==> src/rtl/rbts_pkg.sv <==
// shared types, constants and helpers for the rank bucket task scheduler
package rbts_pkg;

  // fixed widths of the request and result fields
  localparam int NODE_PORT_W = 8;
  localparam int RANK_PORT_W = 6;
  localparam int NODE_SPACE  = 2 ** NODE_PORT_W;

  // rank search walks the non-empty mask in groups of this many ranks
  localparam int GRP_W    = 3;
  localparam int GRP_SIZE = 2 ** GRP_W;

  // request type codes
  localparam logic REQ_SCHEDULE = 1'b0;
  localparam logic REQ_ADVANCE  = 1'b1;

  typedef enum logic [2:0] {
    ST_IDLE,
    ST_SCHED,
    ST_ADV,
    ST_SCAN,
    ST_DETACH
  } state_t;

  // commands from the controller to the datapath
  typedef struct packed {
    logic accept;
    logic sched;
    logic adv;
    logic scan;
    logic detach;
  } ctl_cmd_t;

  // status from the datapath to the controller
  typedef struct packed {
    logic has_next;
    logic scan_hit;
    logic scan_exhausted;
  } ctl_sts_t;

  // index of the lowest set bit of one group
  function automatic logic [GRP_W-1:0] first_set(input logic [GRP_SIZE-1:0] v);
    logic [GRP_W-1:0] idx;
    idx = '0;
    for (int i = GRP_SIZE - 1; i >= 0; i--) begin
      if (v[i]) begin
        idx = GRP_W'(i);
      end
    end
    return idx;
  endfunction

endpackage

==> src/rtl/rbts_ram.sv <==
// generic single write port ram with registered read
module rbts_ram #(
  parameter int WIDTH = 8,
  parameter int DEPTH = 64
) (
  input  logic                     clk,
  input  logic                     we,
  input  logic [$clog2(DEPTH)-1:0] waddr,
  input  logic [WIDTH-1:0]         wdata,
  input  logic [$clog2(DEPTH)-1:0] raddr,
  output logic [WIDTH-1:0]         rdata
);

  logic [WIDTH-1:0] mem [DEPTH];

  // write port
  always_ff @(posedge clk) begin
    if (we) begin
      mem[waddr] <= wdata;
    end
  end

  // registered read port
  always_ff @(posedge clk) begin
    rdata <= mem[raddr];
  end

endmodule

==> src/rtl/rbts_ctrl.sv <==
// request sequencer of the rank bucket task scheduler
module rbts_ctrl (
  input  logic              clk,
  input  logic              rst_n,
  input  logic              start,
  input  logic              in_req_type,
  input  rbts_pkg::ctl_sts_t sts,
  output logic              busy,
  output rbts_pkg::ctl_cmd_t cmd
);
  import rbts_pkg::*;

  state_t state_r;
  state_t state_nxt;

  // next state
  always_comb begin
    state_nxt = state_r;
    unique case (state_r)
      ST_IDLE: begin
        if (start) begin
          state_nxt = (in_req_type == REQ_ADVANCE) ? ST_ADV : ST_SCHED;
        end
      end
      ST_SCHED: begin
        state_nxt = ST_IDLE;
      end
      ST_ADV: begin
        state_nxt = sts.has_next ? ST_IDLE : ST_SCAN;
      end
      ST_SCAN: begin
        if (sts.scan_hit) begin
          state_nxt = ST_DETACH;
        end else if (sts.scan_exhausted) begin
          state_nxt = ST_IDLE;
        end
      end
      ST_DETACH: begin
        state_nxt = ST_IDLE;
      end
      default: begin
        state_nxt = ST_IDLE;
      end
    endcase
  end

  // state register
  always_ff @(posedge clk) begin
    if (!rst_n) begin
      state_r <= ST_IDLE;
    end else begin
      state_r <= state_nxt;
    end
  end

  // commands
  always_comb begin
    cmd  = '0;
    busy = 1'b1;
    unique case (state_r)
      ST_IDLE: begin
        busy       = 1'b0;
        cmd.accept = start;
      end
      ST_SCHED:  cmd.sched  = 1'b1;
      ST_ADV:    cmd.adv    = 1'b1;
      ST_SCAN:   cmd.scan   = 1'b1;
      ST_DETACH: cmd.detach = 1'b1;
      default:   busy       = 1'b1;
    endcase
  end

endmodule

==> src/rtl/rbts_dp.sv <==
// datapath: rank lists, node marks, rank search and result register
module rbts_dp #(
  parameter int MAX_RANKS = 64,
  parameter int MAX_NODES = 256
) (
  input  logic                               clk,
  input  logic                               rst_n,
  input  rbts_pkg::ctl_cmd_t                 cmd,
  output rbts_pkg::ctl_sts_t                 sts,
  input  logic [rbts_pkg::NODE_PORT_W-1:0]   in_node_id,
  input  logic [rbts_pkg::RANK_PORT_W-1:0]   in_node_rank,
  output logic                               out_strobe,
  output logic                               out_accepted,
  output logic [rbts_pkg::NODE_PORT_W-1:0]   out_node,
  output logic                               out_valid,
  output logic                               out_cycle_done
);
  import rbts_pkg::*;

  // only ids that fit the node field can ever arrive
  localparam int NODE_CNT = (MAX_NODES < NODE_SPACE) ? MAX_NODES : NODE_SPACE;
  localparam int NW       = $clog2(NODE_CNT);
  localparam int RW       = $clog2(MAX_RANKS);
  localparam int NGRP_RAW = (MAX_RANKS + GRP_SIZE - 1) / GRP_SIZE;
  localparam int NGW      = (NGRP_RAW > 2) ? $clog2(NGRP_RAW) : 1;
  localparam int NGRP     = 2 ** NGW;
  localparam int PADW     = NGRP * GRP_SIZE;
  localparam int SPW      = NGW + GRP_W + 1;

  logic [NODE_PORT_W-1:0] req_node_r;
  logic [RANK_PORT_W-1:0] req_rank_r;
  logic [NODE_CNT-1:0]    marked_r, marked_nxt;
  logic [MAX_RANKS-1:0]   nonempty_r, nonempty_nxt;
  logic                   cycle_active_r, cycle_active_nxt;
  logic [RW-1:0]          cur_r, cur_nxt;
  logic [NW-1:0]          handed_r, handed_nxt;
  logic                   handed_valid_r, handed_valid_nxt;
  logic [NW-1:0]          det_tail_r, det_tail_nxt;
  logic [SPW-1:0]         scan_pos_r, scan_pos_nxt;

  logic                   out_strobe_r, out_strobe_nxt;
  logic                   out_accepted_r, out_accepted_nxt;
  logic [NODE_PORT_W-1:0] out_node_r, out_node_nxt;
  logic                   out_valid_r, out_valid_nxt;
  logic                   out_cycle_done_r, out_cycle_done_nxt;

  logic [NW-1:0]       req_n;
  logic [RW-1:0]       req_rk;
  logic                sched_ok;
  logic                rank_was_set;
  logic [PADW-1:0]     ne_pad;
  logic [NGW-1:0]      scan_grp;
  logic [GRP_W-1:0]    scan_off;
  logic                scan_past;
  logic [GRP_SIZE-1:0] window;
  logic                scan_hit;
  logic                scan_exhausted;
  logic [RW-1:0]       found_rank;
  logic                has_next;
  logic [SPW-1:0]      scan_start;

  logic [NW-1:0] link_rdata, head_rdata, tail_rdata;
  logic          link_we, head_we, tail_we;
  logic [RW-1:0] tail_raddr;

  // request decode
  assign req_n        = NW'(req_node_r);
  assign req_rk       = RW'(req_rank_r);
  assign sched_ok     = (int'(req_node_r) < MAX_NODES) && (int'(req_rank_r) < MAX_RANKS) &&
                        !marked_r[req_n];
  assign rank_was_set = nonempty_r[req_rk];

  // rank search: one group of ranks per cycle, lowest rank first
  assign ne_pad         = PADW'(nonempty_r);
  assign scan_grp       = scan_pos_r[GRP_W +: NGW];
  assign scan_off       = scan_pos_r[GRP_W-1:0];
  assign scan_past      = scan_pos_r[SPW-1];
  assign window         = ne_pad[scan_grp*GRP_SIZE +: GRP_SIZE] &
                          ({GRP_SIZE{1'b1}} << scan_off);
  assign scan_hit       = !scan_past && (|window);
  assign scan_exhausted = scan_past || (!scan_hit && (scan_grp == {NGW{1'b1}}));
  assign found_rank     = RW'({scan_grp, first_set(window)});
  assign scan_start     = cycle_active_r ? (SPW'(cur_r) + SPW'(1)) : '0;

  // the handed node has a successor unless it is the detached tail
  assign has_next = handed_valid_r && (handed_r != det_tail_r);

  assign sts.has_next       = has_next;
  assign sts.scan_hit       = scan_hit;
  assign sts.scan_exhausted = scan_exhausted;

  // list memories
  assign link_we    = cmd.sched && sched_ok && rank_was_set;
  assign head_we    = cmd.sched && sched_ok && !rank_was_set;
  assign tail_we    = cmd.sched && sched_ok;
  assign tail_raddr = cmd.scan ? found_rank : RW'(in_node_rank);

  rbts_ram #(.WIDTH(NW), .DEPTH(NODE_CNT)) u_link_ram (
    .clk   (clk),
    .we    (link_we),
    .waddr (tail_rdata),
    .wdata (req_n),
    .raddr (handed_r),
    .rdata (link_rdata)
  );

  rbts_ram #(.WIDTH(NW), .DEPTH(MAX_RANKS)) u_head_ram (
    .clk   (clk),
    .we    (head_we),
    .waddr (req_rk),
    .wdata (req_n),
    .raddr (found_rank),
    .rdata (head_rdata)
  );

  rbts_ram #(.WIDTH(NW), .DEPTH(MAX_RANKS)) u_tail_ram (
    .clk   (clk),
    .we    (tail_we),
    .waddr (req_rk),
    .wdata (req_n),
    .raddr (tail_raddr),
    .rdata (tail_rdata)
  );

  // state updates and result
  always_comb begin
    marked_nxt         = marked_r;
    nonempty_nxt       = nonempty_r;
    cycle_active_nxt   = cycle_active_r;
    cur_nxt            = cur_r;
    handed_nxt         = handed_r;
    handed_valid_nxt   = handed_valid_r;
    det_tail_nxt       = det_tail_r;
    scan_pos_nxt       = scan_pos_r;
    out_strobe_nxt     = 1'b0;
    out_accepted_nxt   = 1'b0;
    out_node_nxt       = '0;
    out_valid_nxt      = 1'b0;
    out_cycle_done_nxt = 1'b0;

    // schedule: append to the rank list and mark
    if (cmd.sched) begin
      out_strobe_nxt   = 1'b1;
      out_accepted_nxt = sched_ok;
      if (sched_ok) begin
        marked_nxt[req_n]    = 1'b1;
        nonempty_nxt[req_rk] = 1'b1;
      end
    end

    // advance: release the handed node, follow its link if any
    if (cmd.adv) begin
      scan_pos_nxt = scan_start;
      if (handed_valid_r) begin
        marked_nxt[handed_r] = 1'b0;
        handed_valid_nxt     = 1'b0;
      end
      if (has_next) begin
        handed_nxt       = link_rdata;
        handed_valid_nxt = 1'b1;
        out_strobe_nxt   = 1'b1;
        out_node_nxt     = NODE_PORT_W'(link_rdata);
        out_valid_nxt    = 1'b1;
      end
    end

    // search for the next non-empty rank
    if (cmd.scan) begin
      scan_pos_nxt = {1'b0, scan_grp + NGW'(1), {GRP_W{1'b0}}};
      if (scan_grp == {NGW{1'b1}}) begin
        scan_pos_nxt = {1'b1, {(SPW-1){1'b0}}};
      end
      if (scan_hit) begin
        nonempty_nxt[found_rank] = 1'b0;
        cur_nxt                  = found_rank;
        cycle_active_nxt         = 1'b1;
      end else if (scan_exhausted) begin
        cycle_active_nxt   = 1'b0;
        cur_nxt            = '0;
        out_strobe_nxt     = 1'b1;
        out_cycle_done_nxt = 1'b1;
      end
    end

    // detach the found list and hand out its head
    if (cmd.detach) begin
      handed_nxt       = head_rdata;
      handed_valid_nxt = 1'b1;
      det_tail_nxt     = tail_rdata;
      out_strobe_nxt   = 1'b1;
      out_node_nxt     = NODE_PORT_W'(head_rdata);
      out_valid_nxt    = 1'b1;
    end
  end

  // control registers
  always_ff @(posedge clk) begin
    if (!rst_n) begin
      marked_r       <= '0;
      nonempty_r     <= '0;
      cycle_active_r <= 1'b0;
      cur_r          <= '0;
      handed_r       <= '0;
      handed_valid_r <= 1'b0;
      out_strobe_r   <= 1'b0;
    end else begin
      marked_r       <= marked_nxt;
      nonempty_r     <= nonempty_nxt;
      cycle_active_r <= cycle_active_nxt;
      cur_r          <= cur_nxt;
      handed_r       <= handed_nxt;
      handed_valid_r <= handed_valid_nxt;
      out_strobe_r   <= out_strobe_nxt;
    end
  end

  // payload registers
  always_ff @(posedge clk) begin
    if (cmd.accept) begin
      req_node_r <= in_node_id;
      req_rank_r <= in_node_rank;
    end
    det_tail_r       <= det_tail_nxt;
    scan_pos_r       <= scan_pos_nxt;
    out_accepted_r   <= out_accepted_nxt;
    out_node_r       <= out_node_nxt;
    out_valid_r      <= out_valid_nxt;
    out_cycle_done_r <= out_cycle_done_nxt;
  end

  assign out_strobe     = out_strobe_r;
  assign out_accepted   = out_accepted_r;
  assign out_node       = out_node_r;
  assign out_valid      = out_valid_r;
  assign out_cycle_done = out_cycle_done_r;

endmodule

==> src/rtl/rank_bucket_task_scheduler.sv <==
// top level of the rank bucket task scheduler
// A request is taken when start is high and busy is low; its single result
// appears for one cycle with out_strobe, in the cycle after the request's
// last internal step, and cannot be held off. A schedule request reads the
// tail of the rank list, then does the link, head and tail writes. An
// advance that continues the current list reads the link of the node
// handed out before. Otherwise the next non-empty rank is searched 8 ranks
// per cycle upward from the rank after the current one, or from rank 0
// when no cycle is active: an advance that finds one then detaches that
// rank's list and hands out its head, and one that finds none ends the
// cycle. No clearing pass is needed after reset.
module rank_bucket_task_scheduler #(
  parameter int MAX_RANKS = 64,
  parameter int MAX_NODES = 256
) (
  input  logic                             clk,
  input  logic                             rst_n,
  input  logic                             start,
  output logic                             busy,
  input  logic                             in_req_type,
  input  logic [rbts_pkg::NODE_PORT_W-1:0] in_node_id,
  input  logic [rbts_pkg::RANK_PORT_W-1:0] in_node_rank,
  output logic                             out_strobe,
  output logic                             out_accepted,
  output logic [rbts_pkg::NODE_PORT_W-1:0] out_node,
  output logic                             out_valid,
  output logic                             out_cycle_done
);
  import rbts_pkg::*;

  ctl_cmd_t cmd;
  ctl_sts_t sts;

  // sequencer
  rbts_ctrl u_ctrl (
    .clk         (clk),
    .rst_n       (rst_n),
    .start       (start),
    .in_req_type (in_req_type),
    .sts         (sts),
    .busy        (busy),
    .cmd         (cmd)
  );

  // lists, marks and rank search
  rbts_dp #(
    .MAX_RANKS (MAX_RANKS),
    .MAX_NODES (MAX_NODES)
  ) u_dp (
    .clk            (clk),
    .rst_n          (rst_n),
    .cmd            (cmd),
    .sts            (sts),
    .in_node_id     (in_node_id),
    .in_node_rank   (in_node_rank),
    .out_strobe     (out_strobe),
    .out_accepted   (out_accepted),
    .out_node       (out_node),
    .out_valid      (out_valid),
    .out_cycle_done (out_cycle_done)
  );

`ifndef SYNTHESIS
  // an accepted request makes the block busy in the next cycle
  a_accept_busy: assert property (@(posedge clk) disable iff (!rst_n)
    (start && !busy) |=> busy)
    else $error("request accepted but block not busy");

  // a result only follows internal work
  a_result_after_work: assert property (@(posedge clk) disable iff (!rst_n)
    out_strobe |-> $past(busy))
    else $error("result without a request in progress");

  // a result is a schedule answer, a node, or the end of a cycle, never two
  a_result_kind: assert property (@(posedge clk) disable iff (!rst_n)
    out_strobe |-> !(out_valid && out_cycle_done) && !(out_accepted && out_valid) &&
                   !(out_accepted && out_cycle_done))
    else $error("result mixes request kinds");

  // a rank search step never both hits and runs out
  a_status_excl: assert property (@(posedge clk) disable iff (!rst_n)
    cmd.scan |-> !(sts.scan_hit && sts.scan_exhausted))
    else $error("rank search both hit and exhausted");
`endif

endmodule
==> config.mk <==
export PLATFORM = sky130hd
export DESIGN_NAME = rank_bucket_task_scheduler
export DESIGN_NICKNAME = d
export VERILOG_FILES = /design/src/rtl/rbts_pkg.sv /design/src/rtl/rbts_ram.sv /design/src/rtl/rbts_ctrl.sv /design/src/rtl/rbts_dp.sv /design/src/rtl/rank_bucket_task_scheduler.sv
export SDC_FILE = /design/constraint.sdc
export NUM_CORES = 2
export LEC_CHECK = 0
export ABC_CLOCK_PERIOD_IN_PS = 11280
export BUFFER_PORTS_ARGS = -buffer_cell sky130_fd_sc_hd__buf_2
export CAP_MARGIN = 20
export CORE_MARGIN = 2
export CORE_UTILIZATION = 55
export DETAILED_ROUTE_END_ITERATION = 16
export GPL_TIMING_DRIVEN = 0
export MAX_ROUTING_LAYER = met4
export PLACE_DENSITY_LB_ADDON = 0.12
export SLEW_MARGIN = 20
export SYNTH_ARGS = -nofsm -noshare
export SYNTH_HDL_FRONTEND = slang
export SYNTH_SLANG_ARGS = --single-unit
export TNS_END_PERCENT = 10
==> constraint.sdc <==
create_clock -name clk -period 11.28 [get_ports clk]
set_clock_uncertainty 0.15 [all_clocks]
set_input_delay 0.564 -clock clk [delete_from_list [all_inputs] [get_ports clk]]
set_output_delay 0.564 -clock clk [all_outputs]
set_load 0.01 [all_outputs]
Word-level counts from Yosys, hierarchy flattened
Memory sizes are Yosys's and may differ from the RTL's. A register that Yosys moved wholly into a read port is not among the register bits.
Index checks and enable logic that the tools add are counted.
- memories kept: 3
- bits in writable memories: 3072
- input port bits: 18
- logic and storage cells: 145
- register bits: 380
- output and inout port bits: 13
- shift-type cells: 2
- reduce and logical (&&, ||, !) cells: 25
- add/subtract/negate cells: 2
- magnitude comparators: 8
- bitwise operators: 8
- muxes and demuxes: 73
- equal/unequal tests: 8
- memory list (name ; depth ; width ; read ports ; clocked after Yosys merged registers in ; wr ports ; line ; RTL):
    u_dp.u_link_ram.mem ; 256 ; 8 ; 1 ; 1 ; 1 ; rbts_ram.sv:14 ; logic [WIDTH-1:0] mem [DEPTH];
    u_dp.u_head_ram.mem ; 64 ; 8 ; 1 ; 1 ; 1 ; rbts_ram.sv:14 ;
    u_dp.u_tail_ram.mem ; 64 ; 8 ; 1 ; 1 ; 1 ; rbts_ram.sv:14 ;
- operator list (operator ; number):
    $mux W256 ; 4
    $and A256 B256 Y256 ; 1
    $mux W64 ; 4
    $not A256 Y256 ; 1
    $or A256 B256 Y256 ; 1
    $and A64 B64 Y64 ; 1
    $not A64 Y64 ; 1
    $or A64 B64 Y64 ; 1
    $shiftx A64 B7 Y8 ; 1
    $mux W8 ; 6
    $mux W3 ; 11
    $mux W1 ; 32
    $mux W7 ; 4
    $lt A8 B9 Y1 const B ; 2
    $mux W6 ; 3
    $demux W1 S8 ; 2
    $ge A8 B1 Y1 const B ; 2
    $lt A6 B7 Y1 const B ; 2
    $demux W1 S6 ; 2
    $ge A6 B1 Y1 const B ; 2
    $logic_and A1 B1 Y1 ; 10
    $pmux W3 S3 ; 1
    $and A8 B8 Y8 ; 1
    $bmux W1 S8 ; 1
    other kinds (19) ; 30

Logic depth before layout (Yosys ltp)
- depth after elaboration: 18
- depth in mapped cells: 18
- gate-level depth less buffers: 11

Cells and area by module
A second synthesis with hierarchy kept.
- cells, all modules: 7713
- area total of the unflattened synthesis: 138711.8 um^2
- modules (own cells, without submodules) (module ; cells each ; area an instance (um^2) ; times used ; seq. area each (um^2)):
    rbts_ram (u_dp.u_link_ram) ; 3733 ; 79556.3 ; 1 ; 61659.1
    rbts_ram (u_dp.u_head_ram ...) ; 940 ; 20166.8 ; 2 ; 15534.9
    rbts_dp ; 2078 ; 18627.9 ; 1 ; 7837.5
    rbts_ctrl ; 22 ; 193.9 ; 1 ; 60.1

Worst setup path after synthesis
No wires, ideal clock.
- kind: register to register
- start point: register u_dp.req_node_r[0], in the netlist u_dp.req_n[0]
- end point: memory u_dp.u_head_ram.mem[48][0], enable pin
- clock period less this slack: 10.071 ns
- cell stages (with the launch flop): 16
- library setup time: 0.395 ns
- data required time: 10.735 ns
- arrival: 9.527 ns
- buffers on the path: 5
- setup slack: 1.209 ns
- path through: edfxtp_1 buf_2 buf_6 buf_6 mux4_2 mux4_2 mux4_2 inv_1 a21oi_1 nand2_2 nand3_2 or2_1 clkbuf_1 or2_2 clkbuf_1 nor4_1
- longest elaborated chain between the ends: 7
- RTL lines (element ; line ; RTL):
    start, declared ; rbts_dp.sv:30 ; logic [NODE_PORT_W-1:0] req_node_r;
    start signal, assigned ; rbts_dp.sv:220 ; req_node_r <= in_node_id;
    $bmux W1 S8 ; rbts_dp.sv:70 ; !marked_r[req_n];
    $mux W1 (not written as such) ; rbts_dp.sv:70 ;
    $logic_not A1 Y1 ; rbts_dp.sv:70 ;
    $logic_and A1 B1 Y1 (2 in a row) ; rbts_dp.sv:94 ; assign head_we = cmd.sched && sched_ok && !rank_was_set;
    $mux W1 ; rbts_ram.sv:18 ; if (we) begin
    $mux W1 (not written as such) ; rbts_ram.sv:19 ; mem[waddr] <= wdata;
    end, declared ; rbts_ram.sv:14 ;
No other way between the ends. The select of a mux whose other input is x is not followed.

Worst setup path in the final report
- start point: register u_dp.req_node_r[1], in the netlist u_dp.req_n[1]
- end point: memory u_dp.u_link_ram.mem[249][1], enable pin
- longest elaborated chain between the ends: 7
- RTL lines (element ; line ; RTL):
    $bmux W1 S8 ; rbts_dp.sv:70 ;
    $mux W1 (not written as such) ; rbts_dp.sv:70 ;
    $logic_not A1 Y1 ; rbts_dp.sv:70 ;
    $logic_and A1 B1 Y1 (2 in a row) ; rbts_dp.sv:93 ; assign link_we = cmd.sched && sched_ok && rank_was_set;
    $mux W1 ; rbts_ram.sv:18 ;
    $mux W1 (not written as such) ; rbts_ram.sv:19 ;
    end, declared ; rbts_ram.sv:14 ;
No other way between the ends. The select of a mux whose other input is x is not followed.

==> metrics.yaml <==
outcome:
  status: "finished, final reports clean"
logic_synthesis:
  synthAdderAreaFrac: 0.000275
  synthSimpleGateAreaFrac: 0.0485
  synth.area.mux_share: 0.142
  yosysSeqAreaShare: 0.738
  synth-xor-area-share: 0.000771
  yosys_warnings: 0
  netlist_area_um2: 136000
  synth_top_family_by_area: "multiplexers"
  ys_ff_latch: 3476
  synth_cell_types: 78
  syn-num-nets: 7665
  synth_edf_count: 3101
  syn_avg_cell_area_um2: 17.8
  ys.flop_type: "edfxtp_1"
  netlist_instances: 7644
  synth_compound_area_frac: 0.0542
  ys_async_sr_fraction: 0
clock_tree:
  clock_latency_ns: 0.97
  cts_sinks: 3476
  clk_path_buf_depth: 4
  cts_tree: "done"
  htree_levels: 5
  clkTransAtPathRegs_ns: 0.06
  clockRootBuffer: "clkbuf_16"
  post_cts_buffers: 0
  cts_made_buffers: 367
  cts-resized-gates: 0
die:
  die_h_um: 502
  die-area_um2: 252000
  fp-row-count: 182
  start_util: 0.554
  io_pins: 31
  core_area_um2: 246000
  die-width_um: 502
sta:
  tightest_slew_ns: 1.26
  rsz0062_at_grt: "no"
  tns_ns: 0
  setup_violations: 0
  clock.fmax_ghz: 0.110
  fin_crit_ns: 9.06
  max-slew-margin-rel: 0.161
  min_period_over_period: 0.803
  hold_violations: 0
  drv_slew: 0
  holdWs_ns: 0.170
critical_path:
  end_kind: "flop"
  critPathMaxFanout: 20
  cp.arrival_ns: 9.50
  path_class: "flop to flop"
  required_ns: 11.72
  start_kind: "flop"
  reg2regPathDepth: 17
min_path:
  hold_path.class: "input port to flop"
  hold-path-cell-count: 2
pwr:
  p_per_area_nw_per_um2: 179
  ir_drop_v: 0.000173
  p_leak_nw: 49.5
global_routing:
  grt_pass1_wl_um: 629000
  antenna_found_initial: 26
  grt_overflow: 0
  grtUsageTotal: 0.379
  grt_max_degree: 32
  grt_pass1_vias: 77500
detailed_routing:
  postRouteAntennaNets: 0
  drt_iter0_markers: 14500
  vias: 81900
  wl_um: 463000
  vias_per_cell: 6.87
  first_pass_iters: 9
  post-route-drc-count: 0
  wl_per_cell_um: 38.9
layout:
  nets: 8320
  fillCellCount: 17000
  areaGrowthSynthToFinish_pct: 15.3
  drive_gt1_frac: 0.236
  fin_util: 0.639
  register_area_um2: 101000
  fin_area_um2: 157000
  multi_input_area_um2: 33700
placed_design:
  placed_area_um2: 145000
  gp_congestion: 1.04
  place_hpwl_um: 328000
  io_buffer_count: 29
flow_run:
  drv_cap: 0
[flip-flops by register name (all words and copies together) (netlist names), 3 cells and up]
signal,flops
u_dp.u_tail_ram.rdata,8
u_dp.out_node,8
u_dp.u_tail_ram.mem,512
u_dp.req_n,8
u_ctrl.state_r,3
u_dp.scan_pos_r,7
u_dp.handed_r,8
u_dp.marked_r,256
u_dp.u_head_ram.mem,512
u_dp.req_rank_r,6
u_dp.u_head_ram.rdata,8
u_dp.u_link_ram.rdata,8
u_dp.u_link_ram.mem,2048
u_dp.ne_pad,64
u_dp.cur_r,6
u_dp.det_tail_r,8
[synth_stat cells (all sizes together) (11+ instances only)]
cell / number / area, um2
a21oi: 332 / 1660
a221oi: 80 / 701
a222oi: 66 / 661
a22oi: 11 / 82.6
a311oi: 24 / 210
a31o: 11 / 96.3
a31oi: 15 / 93.8
and2: 14 / 88.8
and3: 17 / 106
buf: 164 / 800
clkbuf: 348 / 1310
dfxtp: 375 / 7510
edfxtp: 3101 / 93100
mux2: 15 / 169
mux2i: 239 / 2390
mux4: 749 / 16900
nand2: 503 / 1890
nand2b: 24 / 150
nand3: 99 / 500
nand3b: 14 / 105
nor2: 713 / 2830
nor2b: 25 / 156
nor3: 55 / 290
nor4: 19 / 119
o21ai: 290 / 1450
o221a: 129 / 1450
o22ai: 66 / 413
or2: 11 / 68.8
or4: 11 / 82.6
[stage by stage]
step / power [W] / std cells / setup WS [ns]
2_1_floorplan: 0.0155 / 7644 / 1.21
3_5_place_dp: 0.0164 / 11200 / 2.43
5_1_grt: 0.0286 / 11900 / 2.39
6_report: 0.0281 / 11900 / 2.22
3_3_place_gp: 0.0164 / 11000 / -6.32
4_1_cts: 0.0280 / 11900 / 2.37
[path summary, 6_finish.rpt]
path                       startpoint                          end  slack (ns)
max                     u_dp.req_n[1]  u_dp.u_link_ram.mem[249][1]        2.22
min                     in_node_id[4]                u_dp.req_n[4]        0.17
max reg2reg             u_dp.req_n[1]  u_dp.u_link_ram.mem[249][1]        2.22
min reg2reg  u_dp.u_link_ram.rdata[0]             u_dp.handed_r[0]        0.33
[power by group]
group | internal (W) | total (W) | switching [W]
clock network | 0.00691 | 0.0119 | 0.00499
logic | 0.000528 | 0.00189 | 0.00137
registers | 0.0142 | 0.0143 | 0.0000782
[kinds of logic (layout without fill, tap and decap cells)]
family / count (synthesis) / count (layout)
flops: 3476 / 3476
simple gates: 1536 / 1536
compound gates: 1090 / 1090
mux: 1003 / 1003
buf+inv: 524 / 1461
xor+xnor: 12 / 12
fa+ha+maj: 3 / 3
other cells: 0 / 23
[final cells by class]
class                   count  area share
flip-flops and latches   3476       0.640
inverters                  12    0.000294
diodes                     23    0.000366
plain buffers             512      0.0145
clock buffers             459      0.0625
repair buffers            286      0.0302
well taps                3312      0.0263
clock inverters           192      0.0115
multi-input cells        3644       0.215
[cell usage in the layout, fill, tap and decap left out, types with 23 or more instances in the layout]
cell,n
edfxtp_1,3101
mux4_2,749
nor2_1,613
nand2_1,502
dfxtp_1,375
clkbuf_16,374
clkbuf_1,334
a21oi_1,332
o21ai_0,288
mux2i_1,239
buf_2,134
o221a_2,129
buf_8,121
nor2_2,100
nand3_1,98
clkbuf_2,84
a221oi_1,80
clkinv_1,69
o22ai_1,66
a222oi_1,66
buf_16,66
clkinv_2,65
nor3_1,47
buf_1,41
bufinv_16,33
buf_12,30
nor2b_1,24
a311oi_1,24
nand2b_1,24
diode_2,23
[repair_timing]
| item | in CTS | in global routing |
|---|---|---|
| endpoints found under the setup margin | 0 | 0 |
| hold buffers | 17 | 0 |
| hold endpoints to repair | 16 | 0 |
[metal layers]
metal | track usage | up-vias | wire length (um)
met5 | - | - | 0
li1 | - | 32200 | -
met1 | 0.514 | 42600 | 172000
met4 | 0.175 | 0 | 26000
met3 | 0.107 | 1095 | 61100
met2 | 0.535 | 5976 | 204000
[worst max-delay path, stage by stage, from the launching register on]
cell and delay [ns]:
edfxtp_1 0.64, buf_6 0.23, buf_8 0.20, buf_8 0.20
clkbuf_1 0.33, buf_2 0.46, buf_2 0.44, clkbuf_1 0.78
mux4_2 0.44, mux4_2 0.52, mux4_2 0.48, nand2_1 0.10
nand3_2 0.35, clkinv_2 0.30, and2_1 0.43, nand3_1 0.80
clkbuf_1 0.70, nor2_1 1.04
Note: power is estimated with default switching activity, not from simulation.
